File: config.mk
export PLATFORM = sky130hd
export DESIGN_NAME = lkcd_cell
export DESIGN_NICKNAME = d
export VERILOG_FILES = /design/src/rtl/assert_macros.svh /design/src/rtl/lkcd_pkg.sv /design/src/rtl/lkcd_cell.sv
export SDC_FILE = /design/constraint.sdc
export NUM_CORES = 1
export LEC_CHECK = 0
export BUFFER_PORTS_ARGS = -buffer_cell sky130_fd_sc_hd__buf_2
export CELL_PAD_IN_SITES_DETAIL_PLACEMENT = 2
export CELL_PAD_IN_SITES_GLOBAL_PLACEMENT = 2
export CORE_AREA = 2 2 188 190
export CTS_BUF_LIST = sky130_fd_sc_hd__clkbuf_2 sky130_fd_sc_hd__clkbuf_4 sky130_fd_sc_hd__clkbuf_8
export CTS_CLUSTER_DIAMETER = 30
export DETAILED_ROUTE_END_ITERATION = 7
export DIE_AREA = 0 0 190 192
export PLACE_DENSITY_LB_ADDON = 0.2
export SYNTH_ARGS = -nofsm -noshare
export SYNTH_HDL_FRONTEND = slang
export SYNTH_SLANG_ARGS = --single-unit
export TNS_END_PERCENT = 1
File: constraint.sdc
create_clock -name clk -period 1.6 [get_ports clk]
set_input_delay 0.4 -clock clk [delete_from_list [all_inputs] [get_ports clk]]
set_output_delay 0.4 -clock clk [all_outputs]
set_load 0.005 [all_outputs]
File: src/rtl/assert_macros.svh
// Assertion macros shared by the directory RTL.
`ifndef ASSERT_MACROS_SVH
`define ASSERT_MACROS_SVH

// Checks a property at every rising clock edge outside reset.
`define LKCD_ASSERT(label, clk, rst_n, prop, msg) \
    label: assert property (@(posedge clk) disable iff (!rst_n) (prop)) else $error(msg);

// Checks that a condition implies another one in the same cycle.
`define LKCD_ASSERT_IMPL(label, clk, rst_n, pre, post, msg) \
    label: assert property (@(posedge clk) disable iff (!rst_n) (pre) |-> (post)) \
        else $error(msg);

`endif

File: src/rtl/lkcd_pkg.sv
// Package with the shared constants and types of the LRU key directory.
`default_nettype none

package lkcd_pkg;

    // Default number of directory slots.
    localparam int unsigned LKCD_ENTRIES = 16;

    // Key geometry: four 64-bit words make one 256-bit key.
    localparam int unsigned WORD_W    = 64;
    localparam int unsigned KEY_WORDS = 4;
    localparam int unsigned KEY_W     = WORD_W * KEY_WORDS;

    // Widths of the result fields.
    localparam int unsigned SLOT_OUT_W = 4;
    localparam int unsigned OCC_OUT_W  = 5;

    // Slot and rank width for the default directory size.
    localparam int unsigned LKCD_SLOT_W = $clog2(LKCD_ENTRIES);

    typedef enum logic {
        FUNC_LOOKUP = 1'b0,
        FUNC_INSERT = 1'b1
    } func_t;

    // Scan record that travels down the chain of cells.
    typedef struct packed {
        logic                   hit;
        logic [LKCD_SLOT_W-1:0] hit_slot;
        logic [LKCD_SLOT_W-1:0] hit_rank;
        logic [LKCD_SLOT_W-1:0] vic_slot;
    } lkcd_rec_t;

    // Update command broadcast to every cell.
    typedef struct packed {
        logic                   en;
        logic                   write_key;
        logic                   age_all;
        logic [LKCD_SLOT_W-1:0] target;
        logic [LKCD_SLOT_W-1:0] limit;
    } lkcd_cmd_t;

endpackage

`default_nettype wire

File: src/rtl/lkcd_cell.sv
// One directory slot: key, valid bit, recency rank and one stage of the scan chain.
`default_nettype none

module lkcd_cell #(
    parameter int unsigned ENTRIES = lkcd_pkg::LKCD_ENTRIES,
    parameter int unsigned INDEX   = 0,
    parameter type rec_t = lkcd_pkg::lkcd_rec_t,
    parameter type cmd_t = lkcd_pkg::lkcd_cmd_t
) (
    input  logic                       clk,
    input  logic                       rst_n,
    input  logic [lkcd_pkg::KEY_W-1:0] query,
    input  cmd_t                       cmd,
    input  rec_t                       rec_in,
    output rec_t                       rec_out,
    output logic                       valid
);
    import lkcd_pkg::*;

    localparam int unsigned     SLOT_W  = $clog2(ENTRIES);
    localparam logic [SLOT_W-1:0] MY_SLOT = SLOT_W'(INDEX);
    localparam logic [SLOT_W-1:0] OLDEST  = SLOT_W'(ENTRIES - 1);

    logic [KEY_W-1:0]  key_reg;
    logic              valid_reg;
    logic              valid_next;
    logic [SLOT_W-1:0] rank_reg;
    logic [SLOT_W-1:0] rank_next;
    logic              match_reg;
    logic              match_next;
    rec_t              rec_reg;
    rec_t              rec_next;
    logic              selected;

    assign selected   = cmd.en && (cmd.target == MY_SLOT);
    assign match_next = valid_reg && (key_reg == query);

    // The selected slot becomes the most recent; other valid slots age when
    // they were more recent than the limit, or always on a new insert.
    always_comb
    begin
        valid_next = valid_reg;
        rank_next  = rank_reg;
        if (selected)
        begin
            valid_next = 1'b1;
            rank_next  = '0;
        end
        else if (cmd.en && valid_reg && (cmd.age_all || (rank_reg < cmd.limit)))
        begin
            rank_next = rank_reg + 1'b1;
        end
    end

    // Keys are unique among valid slots, and so is the oldest rank when the
    // directory is full, so each cell simply overwrites its part of the record.
    always_comb
    begin
        rec_next = rec_in;
        if (match_reg)
        begin
            rec_next.hit      = 1'b1;
            rec_next.hit_slot = MY_SLOT;
            rec_next.hit_rank = rank_reg;
        end
        if (valid_reg && (rank_reg == OLDEST))
        begin
            rec_next.vic_slot = MY_SLOT;
        end
    end

    always_ff @(posedge clk or negedge rst_n)
    begin
        if (!rst_n)
        begin
            valid_reg <= 1'b0;
            rank_reg  <= '0;
            match_reg <= 1'b0;
            rec_reg   <= '0;
        end
        else
        begin
            valid_reg <= valid_next;
            rank_reg  <= rank_next;
            match_reg <= match_next;
            rec_reg   <= rec_next;
        end
    end

    always_ff @(posedge clk)
    begin
        if (selected && cmd.write_key)
        begin
            key_reg <= query;
        end
    end

    assign rec_out = rec_reg;
    assign valid   = valid_reg;

endmodule

`default_nettype wire
==> results of run 1 <==
cell usage in the layout, fill, tap and decap left out, types with 12 or more instances in the layout:
cell type / instances
o22ai_1: 30
nor2b_1: 14
edfxtp_1: 256
a22oi_1: 13
dfrtp_1: 19
xor2_1: 98
inv_1: 100
clkbuf_4: 21
xnor2_1: 52
o2bb2ai_1: 17
buf_2: 294
dlygate4sd3_1: 198
buf_12: 12
nand2b_1: 21
clkbuf_8: 79
nor4_1: 31
buf_4: 140
nand4_1: 28
worst reg2reg max path, stage by stage, from the launching register on:
cell and delay, ns:
edfxtp_1 0.38, xor2_1 0.15, a221o_1 0.29, nor4_1 0.38, buf_4 0.20, nand4_1 0.11, nor4_1 0.20, and4_1 0.24
power by group:
part	switching, mW	leakage (nW)	internal (mW)
clock network	3.94	0.878	6.86
logic	0.964	4.33	1.18
registers	0.0697	2.53	8.03
total	4.97	7.74	16.1
kinds of logic after synthesis:
logic type	Yosys count
flops	275
fa+ha+maj	4
buf+inv	101
compound gates	102
xor+xnor	151
mux	8
simple gates	133
final cells by class:
| type | instances | area, sq um |
|---|---|---|
| clock buffer | 100 | 1245 |
| inverter | 100 | 375.4 |
| antenna | 9 | 22.52 |
| multi-input combinational | 398 | 3213 |
| fill | 3245 | 15460 |
| tap | 455 | 569.3 |
| timing repair buffer | 646 | 4767 |
| clock inverter | 37 | 474.2 |
| sequential | 275 | 8163 |
metrics by stage:
stage | instance area [sq um] | setup slack, ns | power [mW]
floorplan | 11630 | -1.416 | 8.800
detailed placement | 14970 | -0.6449 | 9.843
global route | 18820 | -0.6196 | 21.84
CTS | 18760 | -0.3827 | 20.97
finish | 18830 | -0.4526 | 21.04
global placement | 14970 | -0.6447 | 9.766
per-layer routing:
layer,GRT usage,part of all wire,vias to the layer above
met5,0,0.0020,-
met4,0.1055,0.029,16
met3,0.08058,0.067,94
met2,0.4743,0.52,333
met1,0.2938,0.38,4814
li1,-,-,4415
final timing paths:
kind                                            to  slack [ns]  cells past startpoint
hold / removal                rec_out[5]$_DFF_PN0_        0.05                      2
setup / recovery               match_reg$_DFF_PN0_       -0.45                      7
hold reg to reg               rec_out[4]$_DFF_PN0_        0.64                      2
max in group asynchronous  rank_reg[1]$_DFFE_PN0P_        0.93                      2
min in group asynchronous     rec_out[1]$_DFF_PN0_        0.32                      2
setup reg to reg               match_reg$_DFF_PN0_       -0.45                      7
timing repair:
item                                    in CTS  in global routing
pin swaps                                   13                  3
hold endpoints to repair                   216                  0
hold buffers                               198                  0
gates resized for setup                     18                  8
endpoints found under the setup margin       6                  6
==> results.md, run 1 <==
* Routed Antenna Nets at 0
* Fin. Hold Viols at 0
* Num CTS Buffers at 76
* Setup crit start kind: flop
* Largest net degree at the start of global routing at 29
* DR vias at between 9k and 10k
* DR iter-0 viols at 396
* Worst Max-Slew Pin Slew at between 0.5 and 0.6 ns
* Initial antenna violation count at 15
* Synth cell count leaders: 256 x edfxtp_1, 100 x inv_1, 98 x xor2_1
* Utilization after layout at 0.5492
* Top cell type's share of synthesized area at 0.6621
* Core footprint at between 0.03 and 0.04 sq mm
* Iteration count of the initial detailed-routing pass at 5
* Clock tree sinks at 275
* Post-placement cell count at 1676
* Die ar. at 0.03648 sq mm
* Total grt overflow at 0
* Most used DFF post-synth: edfxtp_1
* WP buf/inv at 1
* Synth Register Bits at 275
* Routed wire length per instance at 23.70 microns
* Setup bufs post-CTS at 0
* Post-synth EDFFs at 256
* CP top delay family: simple AND/OR/NAND/NOR gates
* Setup violators final at 5
* Residual DRC at 0
* Leading area contributor after synthesis: edfxtp_1
* Cell area after synthesis at 0.01161 sq mm
* Fmax at between 400 and 500 MHz
* CTS tree: yes
* Worst-path clk slew at 0.05 ns
* Post-Synth Simple-Gate Area at 0.07048
* Seq/Total Area, Yosys at 0.7031
* Fin crit share at 1.283
* Slowest stage cell on the critical path: edfxtp_1
* Slowest stage delay, CP at 0.38 ns
* Post-Synth XOR/XNOR Area at 0.1139
* Setup ws final at -0.4526 ns
* Critical Path Sink Type: flop
* Top-count cell post-synth: edfxtp_1
* Gpl congestion at 0.7848
* Crit Path Max Fanout at 1
* Die height at 192 microns
* Layout area overhead at 62.18%
* Origin of the critical flop-to-flop path: key_reg[172]$_DFFE_PP_
* Max Root-Sink Buffers at 3
* CP Class: reg -> reg
* Share of cells above drive strength 1 at 0.3862
* First-pass GRT wire length at roughly 70000 microns
* Die width at 190 microns
* Fin cells at 2020
* Vias in the first global route at 11.49k
* Largest family of logic cells by synthesized area: XOR/XNOR gates
* CP cell instances: xor2_1, a221o_1, nor4_1, buf_4, nand4_1, nor4_1, and4_1
* Worst skew pair latency at about 0.62 ns
* Row cnt at 68
* H-Tree Depth at 3
* Synth Instances at around 770
* Post-synthesis mux area share at 0.007328
* Crit path required time at 2.13 ns
* # IOs at roughly 300
* RSZ-0062 raised after global routing: yes
* Failing checks: setup timing
* Worst Skew at 0.02647 ns
* Most area-consuming cells after synthesis: edfxtp_1 66%, xor2_1 7.4%, dfrtp_1 4.1%
* Initial cell density of the core at 0.3386
* WHS at 0.04794 ns
* Drt via density at 4.788
* Fin crit period at 2.053 ns
* CTS root buf: clkbuf_8
* Crit path top cell by count: nor4_1
* Largest register FFs at 256
* Worst VDD drop at 0.7243 mV
* Ys async rst share at 0.06909
* Outcome: finished, violations left
* HP Start: rec_in[5]
* Post-DP HPWL at roughly 29000 microns
* Compound-Gate Fraction of Synth Area at 0.06822
* PwrDens at 1117 mW/mm^2
* All-Layer GR Usage at 0.2649
* Yosys warns at 0
* Drt total wl at 47870 microns
* HP Class: in -> reg
* Mean Syn Cell Area at 15.00 sq um
* Port Buffers at 295
* Critical Path AT at roughly 2.6 ns
* Slew HR at 0.6561
* Synthesized-area fraction occupied by adder cells at 0.004311
* Setup TNS Final at -0.7315 ns
* Max-slew violations at 0
* Post-synth cell types at 38
* Worst Setup SP: key_reg[172]$_DFFE_PP_
* NumNets Final at between 1.5k and 2k
* Syn nets at 1060
* Max Cap Viol at 0
* Leakage power at 7.743 nW
Power figures use the tool's default switching activity.
==> inputs of run 2 (changes only) <==
CELL_PAD_IN_SITES_DETAIL_PLACEMENT = 0   (was 2)
CELL_PAD_IN_SITES_GLOBAL_PLACEMENT = 1   (was 2)
CORE_AREA = 2 2 174 176   (was 2 2 188 190)
DIE_AREA = 0 0 176 178   (was 0 0 190 192)
==> run 2 against run 1 <==
The flow still finishes with violations (setup timing). Power decreased by 6.7%. Sequential power about the same. Sequential cell count unchanged. Wire length decreased by 33%. Via count decreased by 9.3%. Critical path type unchanged. Critical endpoint unchanged. Largest cell class unchanged.
==> results.md, run 2 (synthesis results as in run 1) <==
* Worst skew pair latency at 0.58 ns (-0.04 ns)
* Critical Path AT at 2.46 ns (-0.12 ns)
* Max Root-Sink Buffers at 3 (unchanged)
* Num CTS Buffers at 69 (-9.2%)
* Outcome: finished, violations left
* Layout area overhead at 53.23%
* Gpl congestion at 0.7952 (+1.3%)
* CTS tree: yes
* # fillers at 2399 (-26%)
* HP Class: in -> reg
* Setup violators final at 5 (unchanged)
* CP Class: reg -> reg
* Crit Path Max Fanout at 1 (unchanged)
* Worst-path clk slew at 0.06 ns (about the same)
* Routed wire length per instance at 17.26 microns (-27%)
* Largest register FFs at 256 (unchanged)
* Fmax at 515.7 MHz (+5.8%)
* Die width at 176 microns (-7.4%)
* CTS root buf: clkbuf_8
* WHS at 0.03673 ns (-0.01121 ns)
* Share of cells above drive strength 1 at 0.3946 (+0.008329)
* NumNets Final at 1705 (-4.4%)
* Worst Skew at 0.03718 ns (+0.01071 ns)
* Fin. Hold Viols at 0 (unchanged)
* Iteration count of the initial detailed-routing pass at 5 (unchanged)
* All-Layer GR Usage at 0.2073 (-0.05761)
* Fin area at 0.01779 sq mm (-5.5%)
* Port Buffers at 295 (unchanged)
* Slowest stage cell on the critical path: edfxtp_1
* Max-slew violations at 0 (unchanged)
* RSZ-0062 raised after global routing: yes
* Most common cell after layout, fill and taps aside: buf_2
* Setup crit start kind: flop
* Slowest stage delay, CP at 0.40 ns (+0.02 ns)
* Row cnt at 63 (-7.4%)
* Crit path required time at 2.12 ns (about the same)
* H-Tree Depth at 3 (unchanged)
* Residual DRC at 0 (unchanged)
* Failing checks: setup timing
* Setup ws final at -0.3392 ns (+0.1134 ns)
* Initial cell density of the core at 0.3949 (+0.05627)
* Post-DP HPWL at 23710 microns (-18%)
* Worst slack, placed at -0.6865 ns (-0.04164 ns)
* Post-placement cell count at 1610 (-3.9%)
* Drt via density at 4.684 (-2.2%)
* CP cell instances: xor2_1, a221o_1, nor4_4, buf_4, nand4_1, nor4_2, and4_1
* DR iter-0 viols at 467 (+18%)
* Clock tree sinks at 275 (unchanged)
* Initial antenna violation count at 8 (-7)
* Fin cells at 1872 (-7.3%)
* Fin crit share at 1.212 (-0.07086)
* PwrDens at 1103 mW/mm^2 (-1.3%)
* Leakage power at 7.337 nW (-5.2%)
* Die height at 178 microns (-7.3%)
* Worst Max-Slew Pin Slew at 0.5963 ns (+0.08041 ns)
* Total grt overflow at 0 (unchanged)
* Critical Path Sink Type: flop
* Vias in the first global route at 9313 (-19%)
* Cell Area, Placed at 0.01483 sq mm (-0.93%)
* First-pass GRT wire length at 49030 microns (-31%)
* Largest net degree at the start of global routing at 29 (unchanged)
* Drt total wl at 32310 microns (-33%)
* DR vias at 8768 (-9.3%)
* Utilization after layout at 0.6050 (+0.05589)
* Max Cap Viol at 0 (unchanged)
* Worst VDD drop at 0.7571 mV (+4.5%)
* Core footprint at 0.02940 sq mm (-14%)
* Commonest non-fill, non-tap cells in the layout: 294 x buf_2, 256 x edfxtp_1, 143 x buf_4
* Fin crit period at 1.939 ns (-0.1134 ns)
* Slew HR at 0.6025 (-0.05361)
* Routed Antenna Nets at 0 (unchanged)
* # IOs at 296 (unchanged)
* Die ar. at 0.03133 sq mm (-14%)
## run 2: changes by cell type in the layout (fill, tap and decap cells not counted), sizes merged, moves of 2 or more
cell and delta:
clkinvlp +3, diode -2, clkbuf -9, inv -2
dlygate4sd3 -70
## run 2: timing repair
| item | 4_1_cts | 5_1_grt |
|---|---|---|
| endpoints found under the hold margin | 143 | 4 |
| pin swaps | 6 | 4 |
| hold buffers | 124 | 4 |
| buffers inserted | 0 | 0 |
| setup endpoints to repair | 6 | 6 |
| gates resized for setup | 11 | 5 |
## run 2: per-stage QoR
step	total power, mW	TNS, ns
2_1_floorplan	8.800	-362.98
3_3_place_gp	9.743	-37.76
3_5_place_dp	9.776	-40.87
4_1_cts	19.86	-0.4980
5_1_grt	20.47	-0.9277
6_report	19.63	-0.4358
## run 2: per-layer routing
layer  part of all wire  routed length [microns]  track usage
met1               0.42                    13650       0.2596
met2               0.48                    15610       0.3384
met3              0.074                     2381      0.06436
met4              0.020                      637      0.07920
met5            0.00084                       27            0
## run 2: power by group
| group | switching [mW] | internal (mW) |
|---|---|---|
| clock | 3.44 | 6.26 |
| combinational | 0.787 | 1.05 |
| sequential | 0.0600 | 8.03 |
| total | 4.28 | 15.3 |
## run 2: path summary, 6_finish.rpt
kind	from	endpoint	slack (ns)	cells after the start
max	key_reg[172]$_DFFE_PP_	match_reg$_DFF_PN0_	-0.34	7
min	query[77]	key_reg[77]$_DFFE_PP_	0.04	1
max in group asynchronous	rst_n	rec_out[0]$_DFF_PN0_	0.89	2
max reg2reg	key_reg[172]$_DFFE_PP_	match_reg$_DFF_PN0_	-0.34	7
min in group asynchronous	rst_n	rank_reg[0]$_DFFE_PN0P_	0.34	2
min reg2reg	valid$_DFFE_PN0P_	valid$_DFFE_PN0P_	0.62	2
## run 2: layout make-up
class                      instances  area [sq um]  share of cell area
antenna                            7         17.52           0.0009847
clock buffer                      91          1134             0.06372
clock inverter                    36         447.9             0.02518
inverter                         100         375.4             0.02110
multi-input combinational        398          3156              0.1774
sequential                       275          8163              0.4589
tap                              390         488.0             0.02743
timing repair buffer             575          4009              0.2253
## run 2: critical path, delay by kind of cell (launching register included)
kind / cells / cell delay (ns)
AOI/OAI and AO/OA: 1 / 0.30
xor gates and xnor gates: 1 / 0.16
buffers and inverters: 1 / 0.16
DFF: 1 / 0.40
and+or+nand+nor: 4 / 0.87
==> inputs of run 3 (changes only) <==
CELL_PAD_IN_SITES_DETAIL_PLACEMENT = not set   (was 0)
CELL_PAD_IN_SITES_GLOBAL_PLACEMENT = not set   (was 1)
CORE_AREA = 2 2 156 158   (was 2 2 174 176)
DIE_AREA = 0 0 158 160   (was 0 0 176 178)
==> run 3 against run 2 <==
The run still ends with setup timing left. Register-to-register slack better by 0.05 ns. Core utilization rose by 15 points. Via count up 3.8%. Fmax increased by 2.4%. Non-clock buffer count increased by 42. Design area increased by 1.4%. First-iteration DRC count up 32%. Hold slack worse by 0.0087 ns. Global-route usage is 5.1 points higher. Count of clock-buffer cells in the layout down 10. Critical path depth stayed put. Largest cell class unchanged.
==> results.md, run 3 (synthesis results as in run 1) <==
* First-pass GRT wire length at 49850 microns (+1.7%)
* Fin cells at 1838 (-1.8%)
* Setup violators final at 6 (+1)
* Slew HR at 0.6563 (+0.05385)
* Max Root-Sink Buffers at 3 (unchanged)
* Outcome: finished, violations left
* Routed wire length per instance at 17.85 microns (+3.4%)
* Failing checks: setup timing
* Setup ws final at -0.2936 ns (+0.04561 ns)
* PwrDens at 1034 mW/mm^2 (-6.3%)
* Critical Path Sink Type: flop
* HP Start: query[113]
* All-Layer GR Usage at 0.2585 (+0.05118)
* Setup bufs post-CTS at 0 (unchanged)
* Largest net degree at the start of global routing at 69 (+140%)
* Clock tree sinks at 275 (unchanged)
* Num CTS Buffers at 61 (-12%)
* Die height at 160 microns (-10%)
* Post-placement cell count at 1537 (-4.5%)
* Iteration count of the initial detailed-routing pass at 5 (unchanged)
* Fin area at 0.01804 sq mm (+1.4%)
* Fin crit share at 1.184 (-0.02850)
* Cell Area, Placed at 0.01472 sq mm (-0.74%)
* Fin. Hold Viols at 0 (unchanged)
* Most common cell after layout, fill and taps aside: buf_2
* Total grt overflow at 0 (unchanged)
* Worst Skew at 0.02494 ns (-0.01223 ns)
* Worst skew pair latency at 0.59 ns (about the same)
* Max-slew violations at 0 (unchanged)
* Drt total wl at 32820 microns (+1.6%)
* Core footprint at 0.02382 sq mm (-19%)
* NumNets Final at 1739 (+2.0%)
* Initial cell density of the core at 0.4874 (+0.09253)
* CP Class: reg -> reg
* Die width at 158 microns (-10%)
* Initial antenna violation count at 8 (unchanged)
* Leakage power at 7.471 nW (+1.8%)
* Post-DP HPWL at 22210 microns (-6.4%)
* Routed Antenna Nets at 0 (unchanged)
* Residual DRC at 0 (unchanged)
* CTS tree: yes
* Crit Path Max Fanout at 1 (unchanged)
* Row cnt at 57 (-9.5%)
* Setup crit start kind: flop
* Die ar. at 0.02528 sq mm (-19%)
* Share of cells above drive strength 1 at 0.3811 (-0.01343)
* Fin crit period at 1.894 ns (-0.04560 ns)
* Commonest non-fill, non-tap cells in the layout: 294 x buf_2, 256 x edfxtp_1, 177 x dlygate4sd3_1
* Worst-path clk slew at 0.06 ns (about the same)
* HP Class: in -> reg
* # IOs at 296 (unchanged)
* Utilization after layout at 0.7573 (+0.1523)
* Layout area overhead at 55.38%
* FF-to-FF path depth at 7 (unchanged)
* H-Tree Depth at 2 (-1)
* Vias in the first global route at 9774 (+5.0%)
* Fmax at 528.1 MHz (+2.4%)
* DR vias at 9101 (+3.8%)
* Total chip power at 18.65 mW (-5.0%)
* Drt via density at 4.952 (+5.7%)
* Critical Path AT at 2.43 ns (-0.03 ns)
* RSZ-0062 raised after global routing: yes
* CTS root buf: clkbuf_8
* Origin of the critical flop-to-flop path: key_reg[49]$_DFFE_PP_
* Worst Max-Slew Pin Slew at 0.5108 ns (-0.08548 ns)
* Crit path required time at 2.13 ns (about the same)
* Port Buffers at 295 (unchanged)
* Worst Setup SP: key_reg[49]$_DFFE_PP_
* Worst VDD drop at 0.8642 mV (+14%)
* DR iter-0 viols at 617 (+32%)
* Hold-critical path depth at 1 (unchanged)
* Gpl congestion at 0.8366 (+5.2%)
* Max Cap Viol at 0 (unchanged)
* Largest register FFs at 256 (unchanged)
[run 3: worst max-delay path: stages, from the launching register on]
cell and delay [ns]:
edfxtp_1 0.38, xnor2_1 0.18, o221ai_1 0.16, nor4_2 0.31
buf_4 0.16, nand4_1 0.09, nor4_2 0.34, and4_1 0.22
[run 3: worst paths after layout]
kind,to,slack [ns]
setup / recovery,match_reg$_DFF_PN0_,-0.29
hold / removal,key_reg[113]$_DFFE_PP_,0.03
setup reg to reg,match_reg$_DFF_PN0_,-0.29
hold reg to reg,valid$_DFFE_PN0P_,0.62
max in group asynchronous,rec_out[4]$_DFF_PN0_,0.97
min in group asynchronous,rank_reg[3]$_DFFE_PN0P_,0.30
[run 3: metrics by stage]
stage | TNS, ns | worst slack (ns) | hold slack, ns
floorplan | -362.98 | -1.416 | 0.1044
global placement | -39.02 | -0.6714 | 0.3694
detailed placement | -40.87 | -0.6779 | 0.3833
CTS | -0.4557 | -0.2798 | 0.0004903
global route | -0.9537 | -0.4095 | 0.004588
finish | -0.4979 | -0.2936 | 0.02800
[run 3: power by group]
| part | total, mW | internal, mW | switching, mW |
|---|---|---|---|
| Clock | 8.63 | 5.27 | 3.37 |
| Combinational | 1.93 | 1.12 | 0.809 |
| Sequential | 8.09 | 8.02 | 0.0701 |
[run 3: layer usage]
layer,wire (microns),share of wire,global-route usage
met5,11,0.00034,0
met4,1051,0.032,0.1048
met3,2755,0.084,0.07924
met2,16040,0.49,0.4300
met1,12960,0.39,0.3135
[run 3: area by class of cell]
cell class	instances	area, sq um
sequential	275	8163
inverter	100	375.4
clock buffer	81	1040
clock inverter	35	354.1
fill	1580	5781
antenna	8	20.02
timing repair buffer	617	4472
tap	324	405.4
multi-input combinational	398	3211
[run 3: repair_timing]
item                                    4_1_cts  5_1_grt
pin swaps                                     8        6
resized for setup                            17        8
hold endpoints to repair                    195        0
hold buffers                                177        0
endpoints found under the setup margin        6        6
